## src/hw/rtl/tnm_pkg.sv

```systemverilog
// tnm_pkg: shared widths, tile codes and register indexes for the tile
// neighbor mask block. No dependencies.
`default_nettype none

package tnm_pkg;

  // field and register widths
  localparam int unsigned CfgW   = 7;
  localparam int unsigned PosW   = 6;
  localparam int unsigned TileW  = 8;
  localparam int unsigned MaskW  = 4;
  localparam int unsigned CfgIdxW = 1;

  // default map limits
  localparam int unsigned MaxColsDef = 64;
  localparam int unsigned MaxRowsDef = 64;

  // tile type codes
  localparam logic [TileW-1:0] TileEmpty = 8'h30;
  localparam logic [TileW-1:0] TileSolid = 8'h31;

  // request codes
  localparam logic ReqWrite = 1'b0;
  localparam logic ReqQuery = 1'b1;

  // configuration register indexes
  localparam logic [CfgIdxW-1:0] CfgIdxMapCols = 1'b0;
  localparam logic [CfgIdxW-1:0] CfgIdxMapRows = 1'b1;

  // reset values of the map size registers
  localparam logic [CfgW-1:0] MapColsRst = 7'd64;
  localparam logic [CfgW-1:0] MapRowsRst = 7'd64;

  // neighbor mask bit positions
  localparam int unsigned DirUp    = 0;
  localparam int unsigned DirLeft  = 1;
  localparam int unsigned DirRight = 2;
  localparam int unsigned DirDown  = 3;

endpackage

`default_nettype wire

```

## src/hw/rtl/tnm_seq.sv

```systemverilog
// tnm_seq: sequencer for the tile memory: clearing pass after reset,
// write items, five-read queries and the output register. Uses tnm_pkg.
`default_nettype none

module tnm_seq #(
  parameter int unsigned MaxCols = tnm_pkg::MaxColsDef,
  parameter int unsigned MaxRows = tnm_pkg::MaxRowsDef,
  parameter int unsigned AddrW   = 12
) (
  input  wire logic                      clk_i,
  input  wire logic                      rst_ni,
  // map size registers
  input  wire logic [tnm_pkg::CfgW-1:0]  map_cols_i,
  input  wire logic [tnm_pkg::CfgW-1:0]  map_rows_i,
  // input items
  input  wire logic                      in_valid_i,
  output logic                           in_ready_o,
  input  wire logic                      req_type_i,
  input  wire logic [tnm_pkg::PosW-1:0]  col_i,
  input  wire logic [tnm_pkg::PosW-1:0]  row_i,
  input  wire logic [tnm_pkg::TileW-1:0] tile_value_i,
  // result items
  output logic                           out_valid_o,
  input  wire logic                      out_ready_i,
  output logic      [tnm_pkg::TileW-1:0] tile_key_o,
  output logic      [tnm_pkg::MaskW-1:0] neighbor_mask_o,
  output logic                           inside_map_o,
  // tile memory
  output logic                           mem_en_o,
  output logic                           mem_we_o,
  output logic      [AddrW-1:0]          mem_addr_o,
  output logic      [tnm_pkg::TileW-1:0] mem_wdata_o,
  input  wire logic [tnm_pkg::TileW-1:0] mem_rdata_i
);
  import tnm_pkg::*;

  localparam int unsigned Depth = MaxCols * MaxRows;
  localparam int unsigned IdxW  = PosW + CfgW + 1;
  localparam int unsigned ColSat = (MaxCols < 127) ? MaxCols : 127;
  localparam int unsigned RowSat = (MaxRows < 127) ? MaxRows : 127;
  localparam logic [CfgW-1:0] ColSatV = CfgW'(ColSat);
  localparam logic [CfgW-1:0] RowSatV = CfgW'(RowSat);
  localparam logic [CfgW-1:0] OneV    = CfgW'(1);
  localparam logic [AddrW-1:0] ClrLast = AddrW'(Depth - 1);

  // sequencer states
  localparam logic [2:0] StClear = 3'd0;
  localparam logic [2:0] StIdle  = 3'd1;
  localparam logic [2:0] StSetup = 3'd2;
  localparam logic [2:0] StWrite = 3'd3;
  localparam logic [2:0] StRead  = 3'd4;
  localparam logic [2:0] StDrain = 3'd5;
  localparam logic [2:0] StDone  = 3'd6;

  // read steps of a query
  localparam logic [2:0] StepCentre = 3'd0;
  localparam logic [2:0] StepUp     = 3'd1;
  localparam logic [2:0] StepLeft   = 3'd2;
  localparam logic [2:0] StepRight  = 3'd3;
  localparam logic [2:0] StepDown   = 3'd4;

  logic [2:0]       state_q, state_d;
  logic [AddrW-1:0] clr_q, clr_d;
  logic             req_q;
  logic [PosW-1:0]  col_q, row_q;
  logic [TileW-1:0] val_q;
  logic [IdxW-1:0]  base_q;
  logic             inside_q;
  logic [MaskW-1:0] nin_q;
  logic [2:0]       step_q, step_d;
  logic             pv_q, pv_d;
  logic [2:0]       pk_q;
  logic [TileW-1:0] key_q;
  logic [MaskW-1:0] mask_q;
  logic             out_valid_q, out_valid_d;
  logic [TileW-1:0] out_key_q;
  logic [MaskW-1:0] out_mask_q;
  logic             out_inside_q;

  logic [CfgW-1:0]  eff_cols, eff_rows;
  logic [CfgW-1:0]  col_x, row_x;
  logic             col_in, row_in, inside_c;
  logic [MaskW-1:0] nin_c;
  logic [IdxW-1:0]  base_c;
  logic [IdxW-1:0]  rd_idx;
  logic             rd_ok;
  logic             in_acc, out_load;

  // map size saturated to 1..max
  always_comb begin
    if (map_cols_i == '0) begin
      eff_cols = OneV;
    end else if (map_cols_i > ColSatV) begin
      eff_cols = ColSatV;
    end else begin
      eff_cols = map_cols_i;
    end
    if (map_rows_i == '0) begin
      eff_rows = OneV;
    end else if (map_rows_i > RowSatV) begin
      eff_rows = RowSatV;
    end else begin
      eff_rows = map_rows_i;
    end
  end

  // bounds of the latched position and its four neighbors
  always_comb begin
    col_x    = CfgW'(col_q);
    row_x    = CfgW'(row_q);
    col_in   = col_x < eff_cols;
    row_in   = row_x < eff_rows;
    inside_c = col_in && row_in;
    nin_c[DirUp]    = (row_q != '0) && ((row_x - OneV) < eff_rows) && col_in;
    nin_c[DirLeft]  = (col_q != '0) && ((col_x - OneV) < eff_cols) && row_in;
    nin_c[DirRight] = ((col_x + OneV) < eff_cols) && row_in;
    nin_c[DirDown]  = ((row_x + OneV) < eff_rows) && col_in;
    base_c = IdxW'(row_q) * IdxW'(eff_cols) + IdxW'(col_q);
  end

  // address of the current read step
  always_comb begin
    case (step_q)
      StepCentre: begin
        rd_idx = base_q;
        rd_ok  = inside_q;
      end
      StepUp: begin
        rd_idx = base_q - IdxW'(eff_cols);
        rd_ok  = nin_q[DirUp];
      end
      StepLeft: begin
        rd_idx = base_q - IdxW'(1);
        rd_ok  = nin_q[DirLeft];
      end
      StepRight: begin
        rd_idx = base_q + IdxW'(1);
        rd_ok  = nin_q[DirRight];
      end
      StepDown: begin
        rd_idx = base_q + IdxW'(eff_cols);
        rd_ok  = nin_q[DirDown];
      end
      default: begin
        rd_idx = '0;
        rd_ok  = 1'b0;
      end
    endcase
  end

  assign in_ready_o = (state_q == StIdle);
  assign in_acc     = in_valid_i && in_ready_o;
  assign out_load   = (state_q == StDone) && (!out_valid_q || out_ready_i);

  // next state, memory port and step control
  always_comb begin
    state_d     = state_q;
    clr_d       = clr_q;
    step_d      = step_q;
    pv_d        = 1'b0;
    mem_en_o    = 1'b0;
    mem_we_o    = 1'b0;
    mem_addr_o  = '0;
    mem_wdata_o = TileEmpty;
    case (state_q)
      StClear: begin
        mem_en_o   = 1'b1;
        mem_we_o   = 1'b1;
        mem_addr_o = clr_q;
        clr_d      = clr_q + AddrW'(1);
        if (clr_q == ClrLast) begin
          state_d = StIdle;
        end
      end
      StIdle: begin
        if (in_acc) begin
          state_d = StSetup;
        end
      end
      StSetup: begin
        step_d  = StepCentre;
        state_d = (req_q == ReqWrite) ? StWrite : StRead;
      end
      StWrite: begin
        mem_en_o    = inside_q;
        mem_we_o    = 1'b1;
        mem_addr_o  = AddrW'(base_q);
        mem_wdata_o = val_q;
        state_d     = StIdle;
      end
      StRead: begin
        mem_en_o   = 1'b1;
        mem_addr_o = rd_ok ? AddrW'(rd_idx) : '0;
        pv_d       = 1'b1;
        step_d     = step_q + 3'd1;
        if (step_q == StepDown) begin
          state_d = StDrain;
        end
      end
      StDrain: begin
        state_d = StDone;
      end
      StDone: begin
        if (out_load) begin
          state_d = StIdle;
        end
      end
      default: begin
        state_d = StIdle;
      end
    endcase
  end

  assign out_valid_d = out_load ? 1'b1 : (out_valid_q && !out_ready_i);

  // control registers
  always_ff @(posedge clk_i or negedge rst_ni) begin
    if (!rst_ni) begin
      state_q     <= StClear;
      clr_q       <= '0;
      step_q      <= StepCentre;
      pv_q        <= 1'b0;
      out_valid_q <= 1'b0;
    end else begin
      state_q     <= state_d;
      clr_q       <= clr_d;
      step_q      <= step_d;
      pv_q        <= pv_d;
      out_valid_q <= out_valid_d;
    end
  end

  // latched item and bounds
  always_ff @(posedge clk_i) begin
    if (in_acc) begin
      req_q <= req_type_i;
      col_q <= col_i;
      row_q <= row_i;
      val_q <= tile_value_i;
    end
    if (state_q == StSetup) begin
      base_q   <= base_c;
      inside_q <= inside_c;
      nin_q    <= nin_c;
    end
    if (state_q == StRead) begin
      pk_q <= step_q;
    end
  end

  // collect read data in the cycle after each read
  always_ff @(posedge clk_i) begin
    if (state_q == StSetup) begin
      key_q  <= TileEmpty;
      mask_q <= '0;
    end else if (pv_q) begin
      case (pk_q)
        StepCentre: if (inside_q) key_q <= mem_rdata_i;
        StepUp:     if (nin_q[DirUp] && mem_rdata_i == TileSolid) mask_q[DirUp] <= 1'b1;
        StepLeft:   if (nin_q[DirLeft] && mem_rdata_i == TileSolid) mask_q[DirLeft] <= 1'b1;
        StepRight:  if (nin_q[DirRight] && mem_rdata_i == TileSolid) mask_q[DirRight] <= 1'b1;
        StepDown:   if (nin_q[DirDown] && mem_rdata_i == TileSolid) mask_q[DirDown] <= 1'b1;
        default: begin
        end
      endcase
    end
  end

  // output register
  always_ff @(posedge clk_i) begin
    if (out_load) begin
      out_key_q    <= key_q;
      out_mask_q   <= mask_q;
      out_inside_q <= inside_q;
    end
  end

  assign out_valid_o     = out_valid_q;
  assign tile_key_o      = out_key_q;
  assign neighbor_mask_o = out_mask_q;
  assign inside_map_o    = out_inside_q;

endmodule

`default_nettype wire
```

## config.mk

```make
export PLATFORM = sky130hd
export DESIGN_NAME = tnm_seq
export DESIGN_NICKNAME = d
export VERILOG_FILES = /design/src/hw/rtl/tnm_pkg.sv /design/src/hw/rtl/tnm_seq.sv
export SDC_FILE = /design/constraint.sdc
export NUM_CORES = 1
export LEC_CHECK = 0
export BUFFER_PORTS_ARGS = -buffer_cell sky130_fd_sc_hd__buf_2
export CELL_PAD_IN_SITES_DETAIL_PLACEMENT = 0
export CELL_PAD_IN_SITES_GLOBAL_PLACEMENT = 1
export CORE_ASPECT_RATIO = 0.6
export CORE_MARGIN = 1
export CORE_UTILIZATION = 43
export CTS_BUF_LIST = sky130_fd_sc_hd__clkbuf_8
export DETAILED_ROUTE_END_ITERATION = 6
export HOLD_SLACK_MARGIN = 0.03
export PLACE_DENSITY = 0.77
export SYNTH_ARGS = -nofsm -noshare
export SYNTH_HDL_FRONTEND = slang
export SYNTH_SLANG_ARGS = --single-unit
```

## constraint.sdc

```tcl
create_clock -name clk_i -period 4.6 [get_ports clk_i]
set_input_delay 0.92 -clock clk_i [delete_from_list [all_inputs] [get_ports clk_i]]
set_output_delay 0.92 -clock clk_i [all_outputs]
set_load 0.02 [all_outputs]
```

==> results.md <==
- Power Density: 531 nW/um2
- Hold-fix buffers, CTS: 0
- Layout Nets: 997
- DRT Wirelength: 17500 um
- Largest net degree at the start of global routing: 27
- Min-delay src: key_q[3]
- Worst clock skew: 8.93 ps
- Initial core utilization: between 40 and 50%
- Synth warn: 0
- Clock sink count: 86
- Crit Path Class: in2out
- Initial antenna violation count: 0
- # diodes: 0
- Via Count: about 5700
- Cells after Synth: 700
- CP cell instances: buf_8 -> nor3_4 -> a21oi_2 -> nor2_2 -> inv_2 -> ha_4 -> buf_6 -> o221ai_4 -> o31ai_2 -> ha_1 -> a21oi_2 -> nor2b_4 -> or4_4 -> o221ai_4 -> xor2_1 -> o21ai_1 -> buf_4
- Share of cells above drive strength 1: 28.1%
- Clk buf depth: 2
- Post-Route M1 WL: 8950 um
- Most common cell in the netlist: ha_1
- RSZ-0062 raised after global routing: true
- CP Buf/Inv Count: 4
- Area Overhead vs Synth: 24.2%
- Router iterations before antenna repair: 7
- Slowest stage delay, CP: roughly 430 ps
- Tmin final: around 4600 ps
- Leading area contributor after synthesis: edfxtp_1
- Cell family with most CP delay: simple AND/OR/NAND/NOR gates
- Main synth FF type: edfxtp_1
- Post-synth ARST share: 23.3%
- Initial DRC count: ~400
- Global Route Usage Sum: 22.3%
- Slew @ Worst Pin: 1150 ps
- Synthesized net count: 860
- Die Width: approximately 160 um
- Post-place setup slack: -438 ps
- Hold crit path type: reg2reg
- Slack of the critical path: 3.62 ps
- Clk slew on worst S/H paths: 100 ps
- H-tree depth: 3
- Port Buffers: 83
- Uppermost layer routed: met4
- Critical Path Start Type: primary input
- Fin area: 8460 um2
- Met2 Wirelength: 7410 um
- Placer congestion estimate: approximately 0.88
- Root buffer cell: clkbuf_8
- Synth top cells by count: ha_1, inv_1, nand2_1
- CTS buffer count: 9
- CP required: 3680 ps
- Pleak: 3.87 nW
- Endpoint type of the worst setup path: output port
- Rows: 35
- Status: finished, final reports clean
- Critical-path top delay cell: or4_4
- Core footprint: 15400 um2
- Die Area: 16400 um2
- Fin crit share: 99.9%
- DPL Wire Length: 13800 um
- DR WL met3: around 1100 um
- Cell Area, Placed: 7830 um2
- Dominant cells by area after synthesis: edfxtp_1, ha_1, dfrtp_1, fa_1, xnor2_1
- EDFF count, synth: 54
- Final hold viol count: 0
- Share of the synthesized area in the top cell type: 23.8%
- Slew Viols, Final: 0
- Synth cell types: 62
- Io pins: 84
- Reg2reg start: row_q[5]
- Max cap viols: 0
- Max Freq: 0.218 GHz
- Routed len/inst: roughly 17 um
- Maximum vdd ir drop: 263 uV
- Worst-Skew Late Latency: 370 ps
- R2r setup slk: 440 ps
- Die extent in y: 99.5 um
- Sequential cell area fraction in the yosys report: a little over a third
- Setup crit start: map_cols_i[3]
- Vias/cell: 5.43
- Overflow after GRT: 0
- Setup violations, final: 0
- WP data arrival: 3680 ps
- Mapped Area: 6810 um2
- Antenna Violating Nets Remaining: 0
- Avg Inst Size Synth: between 9 and 10 um2
- First-pass GRT wire length: 28400 um
- Vias in the first global route: 5554
- Critical-path maximum fanout: 4
- DRC: 0
- CTS tree: done
- Slew margin rel.: 23.3%
- Number of synthesized register bits: 86
-- layer usage --
metal | vias up | global-route usage, %
li1 | 2744 | -
met4 | 0 | 3.88
met3 | 10 | 4.05
met5 | - | 0
met1 | 2727 | 34.2
met2 | 193 | 32.8
-- sequential cells by signal (all words and copies together), names as in the netlist, 3 cells and up --
register and cells:
base_q 12, clr_q 12, col_q 6, key_q 8, mask_q 4, neighbor_mask_o 4, nin_q 4, pk_q 3
row_q 6, state_q 3, step_q 3, tile_key_o 8, val_q 8
-- layout make-up --
type,count,area [um2]
fillers,1373,6950
multi-input cells,531,4460
flip-flops and latches,86,2360
repair buffers,147,935
well taps,203,254
inverters,62,233
clock buffers,9,124
clock inverters,7,92.6
-- kinds of logic (layout without fill, tap and decap cells) --
kind of cell             after synthesis  after routing  synth area share (%)
buffers and inverters                 83            225                  4.88
adder cells (fa/ha/maj)              113            113                  23.4
multiplexers                           9              9                  1.34
XOR/XNOR                              47             47                  6.04
AND/OR/NAND/NOR                      221            221                  16.2
AO/OA/AOI/OAI                        141            141                  13.5
flip-flops                            86             86                  34.7
-- path summary, 6_finish.rpt --
kind	to	cells after the start
worst min register to register	tile_key_o[3]	0
worst max register to register	base_q[10]	13
worst max-delay path	mem_addr_o[10]	17
max in group asynchronous	pv_q	1
worst min-delay path	tile_key_o[3]	0
min in group asynchronous	clr_q[8]	1
-- layout by cell type, fill, tap and decap left out, drive strengths merged, types with 8 or more instances in the layout --
cell	Yosys	layout
edfxtp	54	54
clkbuf	13	9
fa	24	24
nor2b	12	12
mux2i	8	8
and2	24	24
nor2	51	51
nand3	16	16
a21o	8	8
a22oi	13	13
and3	12	12
inv	62	65
a21oi	36	36
dfrtp	20	20
o21a	9	9
nor3	17	17
buf	8	147
ha	89	89
xnor2	29	29
nand2	56	56
dfxtp	12	12
xor2	18	18
o21ai	36	36
-- worst reg2reg max path, stage by stage (launching register included) --
cell and delay [ps]:
edfxtp_1 570, and2_1 240, fa_1 530, inv_1 50, fa_1 530, inv_1 60
fa_1 430, ha_1 290, ha_1 300, or2_2 290, o31a_1 150, a31o_2 270
a21oi_2 140, xnor2_1 70
-- through the flow --
stage / power, mW / hold slack, ps / utilization [%] / setup TNS, ps / instances
detailed placement: 3.49 / 416 / 50.8 / -2490 / 1019
finish: 4.49 / 442 / 54.9 / 0 / 1045
floorplan: 2.73 / 408 / - / -17.5 / 700
CTS: 4.18 / 443 / 53.0 / 0 / 1040
global route: 4.83 / 446 / 54.9 / -701 / 1045
global placement: 3.42 / 412 / 50.8 / -1380 / 1019
-- report_power, final --
part	total [mW]	switching [mW]	internal, mW	leakage [nW]
clock network	0.586	0.321	0.265	0.109
registers	1.21	0.165	1.04	0.858
logic	2.70	1.46	1.24	2.90
-- timing repair --
action,4_1_cts,5_1_grt
endpoints found under the setup margin,8,12
resized for setup,20,61
pin swaps,9,26
buffers inserted,5,5
(Power assumes the default switching activity.)
